[config.mk]
export PLATFORM = sky130hd
export DESIGN_NAME = multi_waveform_tone_generator_flat
export DESIGN_NICKNAME = d
export VERILOG_FILES = /design/src/hw/rtl/mwtg_pkg.sv /design/src/hw/rtl/mwtg_ifs.sv /design/src/hw/rtl/multi_waveform_tone_generator.sv /design/src/hw/rtl/mwtg_phase.sv /design/src/hw/rtl/mwtg_shape.sv /design/src/hw/rtl/mwtg_gain.sv /design/src/flat_wrapper.sv
export SDC_FILE = /design/constraint.sdc
export NUM_CORES = 2
export LEC_CHECK = 0
export ABC_AREA = 1
export BUFFER_PORTS_ARGS = -buffer_cell sky130_fd_sc_hd__buf_2
export CORE_ASPECT_RATIO = 0.9
export CORE_MARGIN = 10
export CORE_UTILIZATION = 70
export DETAILED_ROUTE_END_ITERATION = 6
export HOLD_SLACK_MARGIN = 0.08
export PLACE_DENSITY = 0.87
export SLEW_MARGIN = 30
export SYNTH_ARGS = -nofsm -noshare
export SYNTH_HDL_FRONTEND = slang
export SYNTH_SLANG_ARGS = --single-unit
[constraint.sdc]
create_clock -name i_clk -period 23.4 [get_ports i_clk]
set_input_delay 1.17 -clock i_clk [delete_from_list [all_inputs] [get_ports i_clk]]
set_output_delay 1.17 -clock i_clk [all_outputs]
set_load 0.1 [all_outputs]
[src/hw/rtl/mwtg_pkg.sv]
package mwtg_pkg;

    // Fixed widths of the sample path.
    localparam int PHASE_W  = 32;
    localparam int GAIN_W   = 16;
    localparam int SAMPLE_W = 16;
    localparam int AMP_W    = 32;
    localparam int CFG_IDX_W = 2;
    localparam int CFG_DATA_W = 32;

    // Peak amplitude of every waveform before the gain is applied.
    localparam int AMPLITUDE = 24000;
    localparam logic signed [AMP_W-1:0] AMP_Q16 = AMP_W'(AMPLITUDE * 65536);

    // Quarter-wave sine table.
    localparam int SINE_TABLE_DEPTH = 256;
    localparam int SINE_IDX_W = $clog2(SINE_TABLE_DEPTH);
    localparam logic [63:0] HALF_PI_Q30 = 64'd1686629713;
    localparam logic [63:0] TAYLOR_DIV [7] = '{64'd6, 64'd20, 64'd42, 64'd72,
                                               64'd110, 64'd156, 64'd210};

    // Reset values of the configuration registers.
    localparam logic [PHASE_W-1:0] PHASE_STEP_RESET = 32'd85704563;
    localparam logic [GAIN_W-1:0]  GAIN_RESET       = 16'd2048;

    typedef enum logic [1:0] {
        WAVE_SINE     = 2'd0,
        WAVE_SQUARE   = 2'd1,
        WAVE_TRIANGLE = 2'd2,
        WAVE_SAWTOOTH = 2'd3
    } t_waveform;

    typedef enum logic [CFG_IDX_W-1:0] {
        CFG_WAVEFORM      = 2'd0,
        CFG_PHASE_STEP    = 2'd1,
        CFG_COMBINED_GAIN = 2'd2
    } t_cfg_reg;

    typedef logic [SINE_TABLE_DEPTH-1:0][15:0] t_sine_table;

    // Phase stage payload: the phase used for this sample and its burst flag.
    typedef struct packed {
        logic [PHASE_W-1:0] phase;
        logic               last;
    } t_phase_stage;

    // Shape stage payload: the wave value scaled to 24000 in Q.16.
    typedef struct packed {
        logic signed [AMP_W-1:0] amp;
        logic                    last;
    } t_amp_stage;

    // Entry i holds round(24000 * sin(pi/2 * (i + 0.5) / depth)), found with a
    // Q30 Taylor series whose products are truncated. Evaluated at elaboration.
    function automatic t_sine_table build_sine_table();
        t_sine_table        tbl;
        logic [63:0]        x;
        logic [63:0]        x2;
        logic [63:0]        term;
        logic [63:0]        rnd;
        logic signed [63:0] sum;
        for (int i = 0; i < SINE_TABLE_DEPTH; i++) begin
            x    = (HALF_PI_Q30 * 64'(2 * i + 1)) / 64'(2 * SINE_TABLE_DEPTH);
            x2   = (x * x) >> 30;
            term = x;
            sum  = signed'(x);
            for (int k = 0; k < 7; k++) begin
                term = (term * x2) >> 30;
                term = term / TAYLOR_DIV[k];
                if (k[0] == 1'b0) begin
                    sum = sum - signed'(term);
                end else begin
                    sum = sum + signed'(term);
                end
            end
            if (sum < 0) begin
                sum = '0;
            end
            rnd    = (64'(sum) * 64'(AMPLITUDE) + (64'd1 << 29)) >> 30;
            tbl[i] = rnd[15:0];
        end
        return tbl;
    endfunction

endpackage

[src/hw/rtl/mwtg_ifs.sv]
interface mwtg_tick_if;
    logic valid;
    logic ready;
    logic restart;

    modport source (output valid, output restart, input ready);
    modport sink   (input valid, input restart, output ready);
endinterface

interface mwtg_sample_if;
    import mwtg_pkg::*;

    logic                       valid;
    logic                       ready;
    logic signed [SAMPLE_W-1:0] sample;
    logic                       last;

    modport source (output valid, output sample, output last, input ready);
    modport sink   (input valid, input sample, input last, output ready);
endinterface

interface mwtg_cfg_if;
    import mwtg_pkg::*;

    logic                  valid;
    logic                  ready;
    logic [CFG_IDX_W-1:0]  index;
    logic [CFG_DATA_W-1:0] data;

    modport source (output valid, output index, output data, input ready);
    modport sink   (input valid, input index, input data, output ready);
endinterface

[src/hw/rtl/multi_waveform_tone_generator.sv]
// Direct digital synthesis tone source. Every tick transaction yields one
// signed 16-bit sample: a 32-bit phase accumulator advancing by phase_step
// per sample is shaped into a sine (quarter-wave table of 256 entries,
// built at elaboration), square, triangle or sawtooth wave of peak 24000,
// scaled by the unsigned Q4.12 combined gain, truncated toward zero and
// saturated. Setting restart on a tick zeroes the phase and the burst
// counter before that sample is made. The last flag is high on every
// BURST_SAMPLES-th sample. The path is three register stages (phase,
// shape, gain), and a sample leaves from the gain stage's output
// register. One tick is taken every cycle as long as the sample side
// keeps up; each stage holds its item on its own, so bubbles close up
// under a stall. Configuration writes are always taken and must only
// be issued while no sample is in flight; an unknown index is ignored.
module multi_waveform_tone_generator #(
    parameter int BURST_SAMPLES = 4096
) (
    input  logic    i_clk,
    input  logic    i_rst_n,
    mwtg_tick_if.sink     i_tick,
    mwtg_cfg_if.sink      i_cfg,
    mwtg_sample_if.source o_sample
);
    import mwtg_pkg::*;

    // Configuration registers.
    t_waveform          r_waveform;
    logic [PHASE_W-1:0] r_phase_step;
    logic [GAIN_W-1:0]  r_gain;

    // Stage handshakes and payloads.
    logic         phase_valid;
    logic         shape_ready;
    t_phase_stage phase_stage;
    logic         shape_valid;
    logic         gain_ready;
    t_amp_stage   amp_stage;
    logic         tick_ready;
    logic         out_valid;
    logic signed [SAMPLE_W-1:0] out_sample;
    logic         out_last;

    // The configuration port never stalls.
    assign i_cfg.ready = 1'b1;

    always_ff @(posedge i_clk) begin
        if (!i_rst_n) begin
            r_waveform   <= WAVE_SINE;
            r_phase_step <= PHASE_STEP_RESET;
            r_gain       <= GAIN_RESET;
        end else if (i_cfg.valid) begin
            case (i_cfg.index)
                CFG_WAVEFORM:      r_waveform   <= t_waveform'(i_cfg.data[1:0]);
                CFG_PHASE_STEP:    r_phase_step <= i_cfg.data[PHASE_W-1:0];
                CFG_COMBINED_GAIN: r_gain       <= i_cfg.data[GAIN_W-1:0];
                default: begin
                end
            endcase
        end
    end

    // Phase accumulator and burst counter; the phase used for this sample
    // is registered here.
    mwtg_phase #(
        .BURST_SAMPLES (BURST_SAMPLES)
    ) u_phase (
        .i_clk        (i_clk),
        .i_rst_n      (i_rst_n),
        .i_valid      (i_tick.valid),
        .i_restart    (i_tick.restart),
        .i_phase_step (r_phase_step),
        .o_ready      (tick_ready),
        .o_valid      (phase_valid),
        .o_stage      (phase_stage),
        .i_ready      (shape_ready)
    );

    assign i_tick.ready = tick_ready;

    // Waveform shaping: table lookup, square level, or ramp times the peak amplitude.
    mwtg_shape u_shape (
        .i_clk      (i_clk),
        .i_rst_n    (i_rst_n),
        .i_waveform (r_waveform),
        .i_valid    (phase_valid),
        .i_stage    (phase_stage),
        .o_ready    (shape_ready),
        .o_valid    (shape_valid),
        .o_stage    (amp_stage),
        .i_ready    (gain_ready)
    );

    // Gain multiply, truncation and saturation into the output register.
    mwtg_gain u_gain (
        .i_clk    (i_clk),
        .i_rst_n  (i_rst_n),
        .i_gain   (r_gain),
        .i_valid  (shape_valid),
        .i_stage  (amp_stage),
        .o_ready  (gain_ready),
        .o_valid  (out_valid),
        .o_sample (out_sample),
        .o_last   (out_last),
        .i_ready  (o_sample.ready)
    );

    assign o_sample.valid  = out_valid;
    assign o_sample.sample = out_sample;
    assign o_sample.last   = out_last;

endmodule

[src/hw/rtl/mwtg_phase.sv]
module mwtg_phase #(
    parameter int BURST_SAMPLES = 4096
) (
    input  logic                          i_clk,
    input  logic                          i_rst_n,
    input  logic                          i_valid,
    input  logic                          i_restart,
    input  logic [mwtg_pkg::PHASE_W-1:0]  i_phase_step,
    output logic                          o_ready,
    output logic                          o_valid,
    output mwtg_pkg::t_phase_stage        o_stage,
    input  logic                          i_ready
);
    import mwtg_pkg::*;

    localparam int CNT_W = $clog2(BURST_SAMPLES);
    localparam logic [CNT_W-1:0] CNT_LAST = CNT_W'(BURST_SAMPLES - 1);

    logic [PHASE_W-1:0] r_acc;
    logic [PHASE_W-1:0] n_acc;
    logic [CNT_W-1:0]   r_cnt;
    logic [CNT_W-1:0]   n_cnt;
    logic               r_valid;
    t_phase_stage       r_stage;
    t_phase_stage       n_stage;
    logic               take;

    assign o_ready = !r_valid || i_ready;
    assign take    = i_valid && o_ready;

    // A restart clears phase and count before this sample uses them.
    always_comb begin
        n_stage.phase = i_restart ? '0 : r_acc;
        n_stage.last  = (i_restart ? '0 : r_cnt) >= CNT_LAST;
        n_acc         = n_stage.phase + i_phase_step;
        n_cnt         = n_stage.last ? '0 : (i_restart ? CNT_W'(1) : r_cnt + CNT_W'(1));
    end

    always_ff @(posedge i_clk) begin
        if (!i_rst_n) begin
            r_acc   <= '0;
            r_cnt   <= '0;
            r_valid <= 1'b0;
        end else begin
            if (take) begin
                r_acc <= n_acc;
                r_cnt <= n_cnt;
            end
            if (o_ready) begin
                r_valid <= i_valid;
            end
        end
    end

    always_ff @(posedge i_clk) begin
        if (take) begin
            r_stage <= n_stage;
        end
    end

    assign o_valid = r_valid;
    assign o_stage = r_stage;

endmodule

[src/hw/rtl/mwtg_shape.sv]
module mwtg_shape (
    input  logic                   i_clk,
    input  logic                   i_rst_n,
    input  mwtg_pkg::t_waveform    i_waveform,
    input  logic                   i_valid,
    input  mwtg_pkg::t_phase_stage i_stage,
    output logic                   o_ready,
    output logic                   o_valid,
    output mwtg_pkg::t_amp_stage   o_stage,
    input  logic                   i_ready
);
    import mwtg_pkg::*;

    localparam t_sine_table SINE_TABLE = build_sine_table();
    localparam logic signed [18:0] HALF_TURN  = 19'sd65536;
    localparam logic signed [18:0] THREE_HALF = 19'sd196608;

    logic                    r_valid;
    t_amp_stage              r_stage;
    t_amp_stage              n_stage;
    logic [15:0]             u;
    logic signed [18:0]      ramp;
    logic [SINE_IDX_W-1:0]   idx;
    logic signed [AMP_W-1:0] sine_mag;
    logic                    take;

    assign o_ready = !r_valid || i_ready;
    assign take    = i_valid && o_ready;
    assign u       = i_stage.phase[31:16];

    always_comb begin
        // Quarter-wave lookup: odd quadrants mirror, the upper half of the phase negates.
        idx = i_stage.phase[29 -: SINE_IDX_W];
        if (i_stage.phase[30]) begin
            idx = ~idx;
        end
        sine_mag = signed'({SINE_TABLE[idx], 16'h0000});

        if (i_waveform == WAVE_TRIANGLE) begin
            if (!i_stage.phase[31]) begin
                ramp = signed'({1'b0, u, 2'b00}) - HALF_TURN;
            end else begin
                ramp = THREE_HALF - signed'({1'b0, u, 2'b00});
            end
        end else begin
            ramp = signed'({2'b00, u, 1'b0}) - HALF_TURN;
        end

        n_stage.last = i_stage.last;
        case (i_waveform)
            WAVE_SQUARE:   n_stage.amp = i_stage.phase[31] ? -AMP_Q16 : AMP_Q16;
            WAVE_TRIANGLE,
            WAVE_SAWTOOTH: n_stage.amp = AMP_W'(ramp) * AMP_W'(AMPLITUDE);
            default:       n_stage.amp = i_stage.phase[31] ? -sine_mag : sine_mag;
        endcase
    end

    always_ff @(posedge i_clk) begin
        if (!i_rst_n) begin
            r_valid <= 1'b0;
        end else if (o_ready) begin
            r_valid <= i_valid;
        end
    end

    always_ff @(posedge i_clk) begin
        if (take) begin
            r_stage <= n_stage;
        end
    end

    assign o_valid = r_valid;
    assign o_stage = r_stage;

endmodule

[src/hw/rtl/mwtg_gain.sv]
module mwtg_gain (
    input  logic                                i_clk,
    input  logic                                i_rst_n,
    input  logic [mwtg_pkg::GAIN_W-1:0]         i_gain,
    input  logic                                i_valid,
    input  mwtg_pkg::t_amp_stage                i_stage,
    output logic                                o_ready,
    output logic                                o_valid,
    output logic signed [mwtg_pkg::SAMPLE_W-1:0] o_sample,
    output logic                                o_last,
    input  logic                                i_ready
);
    import mwtg_pkg::*;

    localparam int PROD_W = 48;

    logic                       r_valid;
    logic signed [SAMPLE_W-1:0] r_sample;
    logic signed [SAMPLE_W-1:0] n_sample;
    logic                       r_last;
    logic signed [PROD_W-1:0]   prod;
    logic [PROD_W-1:0]          mag;
    logic [19:0]                whole;
    logic                       take;

    assign o_ready = !r_valid || i_ready;
    assign take    = i_valid && o_ready;

    // Q.16 wave times Q4.12 gain is Q.28; drop the fraction toward zero.
    always_comb begin
        prod  = PROD_W'(i_stage.amp) * PROD_W'(signed'({1'b0, i_gain}));
        mag   = prod[PROD_W-1] ? unsigned'(-prod) : unsigned'(prod);
        whole = mag[47:28];
        if (!prod[PROD_W-1]) begin
            n_sample = (whole > 20'd32767) ? 16'sh7FFF : signed'(whole[15:0]);
        end else begin
            n_sample = (whole > 20'd32768) ? 16'sh8000 : -signed'(whole[15:0]);
        end
    end

    always_ff @(posedge i_clk) begin
        if (!i_rst_n) begin
            r_valid <= 1'b0;
        end else if (o_ready) begin
            r_valid <= i_valid;
        end
    end

    always_ff @(posedge i_clk) begin
        if (take) begin
            r_sample <= n_sample;
            r_last   <= i_stage.last;
        end
    end

    assign o_valid  = r_valid;
    assign o_sample = r_sample;
    assign o_last   = r_last;

endmodule
[src/flat_wrapper.sv]
// flat-port wrapper written by rule: the top's interface ports become plain ports
module multi_waveform_tone_generator_flat import mwtg_pkg::*;
#(
    parameter int BURST_SAMPLES = 4096
)
  (i_clk, i_rst_n, i_tick_valid, i_tick_restart, i_tick_ready, i_cfg_valid, i_cfg_index, i_cfg_data, i_cfg_ready, o_sample_valid, o_sample_sample, o_sample_last, o_sample_ready);
  mwtg_tick_if i_tick_i ();
  mwtg_cfg_if i_cfg_i ();
  mwtg_sample_if o_sample_i ();
  input  logic i_clk;
  input  logic i_rst_n;
  input wire logic [$bits(i_tick_i.valid)-1:0] i_tick_valid;
  input wire logic [$bits(i_tick_i.restart)-1:0] i_tick_restart;
  output wire logic [$bits(i_tick_i.ready)-1:0] i_tick_ready;
  input wire logic [$bits(i_cfg_i.valid)-1:0] i_cfg_valid;
  input wire logic [$bits(i_cfg_i.index)-1:0] i_cfg_index;
  input wire logic [$bits(i_cfg_i.data)-1:0] i_cfg_data;
  output wire logic [$bits(i_cfg_i.ready)-1:0] i_cfg_ready;
  output wire logic [$bits(o_sample_i.valid)-1:0] o_sample_valid;
  output wire logic [$bits(o_sample_i.sample)-1:0] o_sample_sample;
  output wire logic [$bits(o_sample_i.last)-1:0] o_sample_last;
  input wire logic [$bits(o_sample_i.ready)-1:0] o_sample_ready;
  assign i_tick_i.valid = i_tick_valid;
  assign i_tick_i.restart = i_tick_restart;
  assign i_tick_ready = i_tick_i.ready;
  assign i_cfg_i.valid = i_cfg_valid;
  assign i_cfg_i.index = i_cfg_index;
  assign i_cfg_i.data = i_cfg_data;
  assign i_cfg_ready = i_cfg_i.ready;
  assign o_sample_valid = o_sample_i.valid;
  assign o_sample_sample = o_sample_i.sample;
  assign o_sample_last = o_sample_i.last;
  assign o_sample_i.ready = o_sample_ready;
  multi_waveform_tone_generator #(.BURST_SAMPLES(BURST_SAMPLES)) u_core (.i_clk(i_clk), .i_rst_n(i_rst_n), .i_tick(i_tick_i), .i_cfg(i_cfg_i), .o_sample(o_sample_i));
endmodule
* Yosys cells after proc, flatten, opt, wreduce, memory -nomap -nowiden
Memory sizes are Yosys's and may differ from the RTL's. Index checks and enable logic that the tools add are counted.
Storage, ports and cells: flip-flop bits (word level) 180, ROM bits 4096, bits of input ports 40, output and inout port bits 20, word-level logic and storage cells 64, memories kept 1
Cells by class: add/sub/neg operators 8, $mul 2, magnitude comparators 4, eq/ne operators 5, muxes and demuxes 15, bitwise logic cells 1, reductions and logical operators 14
Memory list:
- (no name shown) | words 256, width 16, rd ports 1, clocked after memory_dff 0, wr ports 0, RTL line mwtg_shape.sv:37 | sine_mag = signed'({SINE_TABLE[idx], 16'h0000});
Operators by type and width (number):
- $mux W32 | 3
- $mux W16 | 4
- $pmux W32 S2 | 1
- $mul A32 B17 Y48 | 1
- $mux W48 | 1
- $neg A48 Y48 | 1
- $mux W19 | 2
- $mux W12 | 3
- $add A32 B32 Y32 | 1
- $neg A32 Y32 | 1
- $mul A19 B10 Y26 const B | 1
- $gt A20 B15 Y1 const B | 1
- $gt A20 B16 Y1 const B | 1
- $sub A18 B17 Y19 const B | 1
- $sub A18 B18 Y19 const A | 1
- $sub A17 B17 Y18 const B | 1
- $neg A16 Y16 | 1
- $add A12 B1 Y12 const B | 1
- $ge A12 B12 Y1 const B | 1
- $lt A8 B9 Y1 const B | 1
- $mux W8 | 1
- $not A8 Y8 | 1
- $eq A2 B2 Y1 const B | 3
- $reduce_and A2 Y1 | 3
- other kinds (6) | 13

* Logic depth before layout (Yosys ltp)
depth in word-level cells 7, depth in mapped cells 45, gate-level depth less buffers 42

* Cells and area by module
Synthesis repeated with hierarchy kept, for this count alone.
Unflattened totals: cells, all modules 5836, area total of the unflattened synthesis 39316.5 um2
Modules (own cells, without submodules):
- mwtg_gain | instances 1, cells an instance 3176, area each 22071.2 um2, sequential area each 530.5 um2
- mwtg_shape | instances 1, cells an instance 1554, area each 9892.0 um2, sequential area each 800.8 um2
- mwtg_phase | instances 1, cells an instance 820, area each 5366.4 um2, sequential area each 1891.8 um2
- multi_waveform_tone_generator | instances 1, cells an instance 286, area each 1986.9 um2, sequential area each 1001.0 um2

* Least setup slack after synthesis
OpenSTA, ideal clock, no wires.
path type register to register, start point reg u_core.r_gain[3], end point reg u_core.u_gain.r_sample[15], in the netlist u_core.u_gain.o_sample[15] (data pin), setup time 0.267 ns, arrival time 7.266 ns, slack 15.867 ns, stages on the path, launching flop included 35, buffers on the path 4, cells stage by stage dfxtp_1 -> clkbuf_1 -> clkbuf_1 -> nand2_1 -> fa_1 -> inv_1 -> fa_1 -> fa_1 -> inv_1 -> fa_1 -> fa_1 -> fa_1 -> inv_1 -> ha_1 -> inv_1 -> o21ai_0 -> o21ai_0 -> nand2_1 -> a21oi_1 -> nand3_2 -> xnor2_2 -> buf_6 -> buf_6 -> nand3_1 -> nand2_2 -> ha_1 -> inv_1 -> nor2_4 -> nand2_4 -> nor2_2 -> nand2_2 -> nor2_2 -> nand2_2 -> a21oi_1 -> a21oi_1
Between the ends: word-level cells in the longest chain between the ends 6, elaborated cells between the ends (all ways) 9, classes of those cells 2 x add/sub; 1 x mul; 2 x order compare; 4 x mux
Ends and longest elaborated chain:
- start, declared | RTL line multi_waveform_tone_generator.sv:28 | logic [GAIN_W-1:0] r_gain;
- start signal, assigned | RTL line multi_waveform_tone_generator.sv:54 | CFG_COMBINED_GAIN: r_gain <= i_cfg.data[GAIN_W-1:0];
- $mul A32 B17 Y48 (*) | RTL line mwtg_gain.sv:31 | prod = PROD_W'(i_stage.amp) * PROD_W'(signed'({1'b0, i_gain}));
- $neg A48 Y48 | RTL line mwtg_gain.sv:32 | mag = prod[PROD_W-1] ? unsigned'(-prod) : unsigned'(prod);
- $mux W48 | RTL line mwtg_gain.sv:32
- $neg A16 Y16 (tied with other cells) | RTL line mwtg_gain.sv:37 | n_sample = (whole > 20'd32768) ? 16'sh8000 : -signed'(whole[15:0]);
- $mux W16, on equally long branches | RTL line mwtg_gain.sv:37, mwtg_gain.sv:35
- $mux W16 (*) | RTL line mwtg_gain.sv:34 | if (!prod[PROD_W-1]) begin
- named net u_core.u_gain.n_sample[15] | RTL line mwtg_gain.sv:19 | logic signed [SAMPLE_W-1:0] n_sample;
- end signal, assigned | RTL line mwtg_gain.sv:51 | r_sample <= n_sample;
- end, declared | RTL line mwtg_gain.sv:18 | logic signed [SAMPLE_W-1:0] r_sample;
The timed path passes the listed nets; every way through them passes the cells marked *. A chain may end at the register's enable or synchronous reset.

* Final worst setup path
start point reg u_core.r_gain[2], end point reg u_core.u_gain.r_sample[0], in the netlist u_core.u_gain.o_sample[0] (data pin)
Same word-level chain as after synthesis.

==> run summary <==
share of layout cells above drive strength 1 - 5.86%
total routing usage reported by global routing - 34.8%
boundary pin count - 60
Post-route DRC - 0
combined buffer and inverter count along the critical path - 6
Critical Path Start Type - flop
weighted congestion at the end of routability-driven global placement - 1.03
worst-case hold path end point - u_core.u_gain.o_last$_DFFE_PP_
post-synthesis cell area - 33300 µm²
post-route antenna net violation count - 0
Clock H-tree levels - 4
signal arrival time at the worst endpoint - 9370 ps
initial core utilization - 71.1%
final hold violation count - 0
post-CTS clock slew at the launch and capture registers of the worst setup and hold paths - 90 ps
final critical path time including I/O delays and setup - 9160 ps
site row count - 75
Hold Crit Start - u_core.u_shape.o_stage[0]$_DFFE_PP_
sort of element at the end of the critical path - flop
R2R cell count - 26
result of the run - complete, no violations
CP Launch Point - u_core.r_gain[2]$_SDFFE_PN0P_
worst slew slack as a fraction of its limit - 32.5%
Post-CTS Hold Fix Bufs - 0
largest fanout on the critical path - 48
Yosys reg bits - 157
average cell area after synthesis - 6.98 µm²
slew at the pin closest to its max-slew limit - 1010 ps
maximum number of pins on one net before global-route repair - 64
cell count of the worst hold path - 0
length of the first detailed-routing pass in iterations - 7
dominant cell by count in the synthesized netlist - sky130_fd_sc_hd__nand2_1
cell repeated most along the worst path - sky130_fd_sc_hd__fa_1
Worst path top cell family by delay - adder cells
share of synthesized registers carrying an async set or reset - 0%
Clock Root Buffer - sky130_fd_sc_hd__clkbuf_16
Nets - 5422
Vias per Instance - 5.90
TritonCTS clock tree - yes
top flip-flop cell by instance count after synthesis - sky130_fd_sc_hd__dfxtp_1
RSZ-0062 raised after global routing - false
period utilisation layout - 39.2%
first-pass GRT wire length - 160000 µm
endpoint of the worst register-to-register path - u_core.u_gain.o_sample[0]$_DFFE_PP_
top-area cell type share of the netlist area - 28.2%
syn nets - 5509
Clk Latency, worst-skew pair - 460 ps
Post-Route Setup TNS - 0 ps
Chip Height - 227 µm
cells after synthesis - 4766
total clock buffers created by CTS - 17
clock sink count - 157
IO buf count - 58
WL per Instance - 18.5 µm
maximum clock path buffer count - 2
via count of the first global-routing pass - 31100
total routed wirelength - 98100 µm
kind of critical path - flop to flop
data required time of the worst path - 23600 ps
number of slew-limit violations in the final report - 0
worst reg2reg path startpoint - u_core.r_gain[2]$_SDFFE_PN0P_
register area share after synthesis - 11.2%
achievable clock frequency - 109 MHz
die area - 56700 µm²
cells taking the most area after synthesis - sky130_fd_sc_hd__fa_1 28%, sky130_fd_sc_hd__nand2_1 14%, sky130_fd_sc_hd__inv_1 12%
count of flip-flops with a built-in enable after synthesis - 60
Ant. Diodes - 0
path class of the lowest-slack min-delay path - flop to flop
vias post-DR - 31300
placeable core area - 46800 µm²
slowest library cell on the worst path - sky130_fd_sc_hd__dfxtp_1
Post-synth top cells - 1224 x sky130_fd_sc_hd__nand2_1, 1073 x sky130_fd_sc_hd__inv_1, 469 x sky130_fd_sc_hd__fa_1
gr ovfl total - 0
maximum clock skew at final layout - 19.3 ps
final count of negative-setup-slack endpoints - 0
total setup buffers inserted after CTS - 0
R2R setup slack - 14240 ps
Synthesis Warnings - 0
Post-CTS Resized - 0
slowest cell delay on critical path - 990 ps
total of max-cap violations - 0
count of unique library cells instantiated by Yosys - 65
area growth from synthesis to layout - 3.36%
dpl hpwl - 78700 µm
Horiz. Die Dim - 250 µm
Initial DRC Count - 4106
antenna violations before repair - 0
post-synthesis cell type with the largest combined area - sky130_fd_sc_hd__fa_1
[kinds of logic (layout without fill, tap and decap cells)]
kind of cell               count (synthesis)  after routing  synth area share (%)
other                                      1              1                0.0113
buffers and inverters                   1282           1208                  14.7
xor gates and xnor gates                  70             70                  1.93
adders and majority gates                703            703                  37.0
and+or+nand+nor                         2002           2002                  25.5
DFF                                      157            157                  11.2
AOI/OAI and AO/OA                        551            551                  9.58
[final cells by class]
class	instances	area (µm²)
clock buffer	17	425
clock inverter	15	191
fill	3615	12400
inverter	1094	4110
multi-input combinational	3327	24700
sequential	157	3760
tap	616	771
timing repair buffer	82	470
[per-layer routing]
metal	up-vias	wire (µm)	track usage, %
met4	0	3170	11.8
met2	1882	44400	55.6
met3	301	12000	8.73
met1	14800	38500	45.5
met5	-	0	0
li1	14400	-	-
[registers in the layout, summed over array words and instances, names as in the netlist]
| register | flops |
|---|---|
| u_core.r_gain | 16 |
| u_core.r_phase_step | 32 |
| u_core.r_waveform | 2 |
| u_core.u_gain.o_last | 1 |
| u_core.u_gain.o_sample | 16 |
| u_core.u_gain.o_valid | 1 |
| u_core.u_phase.o_stage | 17 |
| u_core.u_phase.o_valid | 1 |
| u_core.u_phase.r_acc | 32 |
| u_core.u_phase.r_cnt | 12 |
| u_core.u_shape.o_stage | 26 |
| u_core.u_shape.o_valid | 1 |
[worst max-delay path by stage]
stage / end / depth (start not counted)
floorplan: u_core.u_gain.o_sample[15]$_DFFE_PP_ / 34
global placement: u_core.u_gain.o_sample[1]$_DFFE_PP_ / 26
detailed placement: u_core.u_gain.o_sample[0]$_DFFE_PP_ / 26
CTS: u_core.u_gain.o_sample[0]$_DFFE_PP_ / 26
global route: u_core.u_gain.o_sample[0]$_DFFE_PP_ / 26
finish: u_core.u_gain.o_sample[0]$_DFFE_PP_ / 26
[placed cells by master (no fill, tap or decap), drive strengths merged, types with 3 or more instances in the layout]
cell and instances:
nand2 1275, inv 1097, fa 469, nor2 369, ha 234, nand3 219, o21ai 213, a21oi 197
dfxtp 97, buf 82, nand4 78, edfxtp 60, xor2 41, nor3 35, xnor2 29, o211ai 24
a31oi 18, clkbuf 17, o2111ai 14, o21bai 13, o221ai 12, o31ai 12, clkinv 12, or2 9
o311ai 8, o22ai 7, o21a 7, nor4 7, a21o 7, nand3b 5, a21boi 5, a211oi 4
and2 3
[stage by stage]
| stage | setup WS, ps | util, % | cells | instance area (µm²) | hold WS (ps) |
|---|---|---|---|---|---|
| 6_report | 14240 | 73.5 | 5308 | 34400 | 425 |
| 5_1_grt | 13640 | 73.5 | 5308 | 34400 | 442 |
| 4_1_cts | 14390 | 73.4 | 5308 | 34400 | 426 |
| 3_5_place_dp | 14480 | 72.1 | 5276 | 33800 | 407 |
| 3_3_place_gp | 14810 | 72.1 | 5276 | 33800 | 414 |
| 2_1_floorplan | 15870 | - | 4766 | 33300 | 400 |
Power is left out: the tool's default activity adds up to more than one toggle a clock period on the data nets, which glitch-free logic cannot reach.
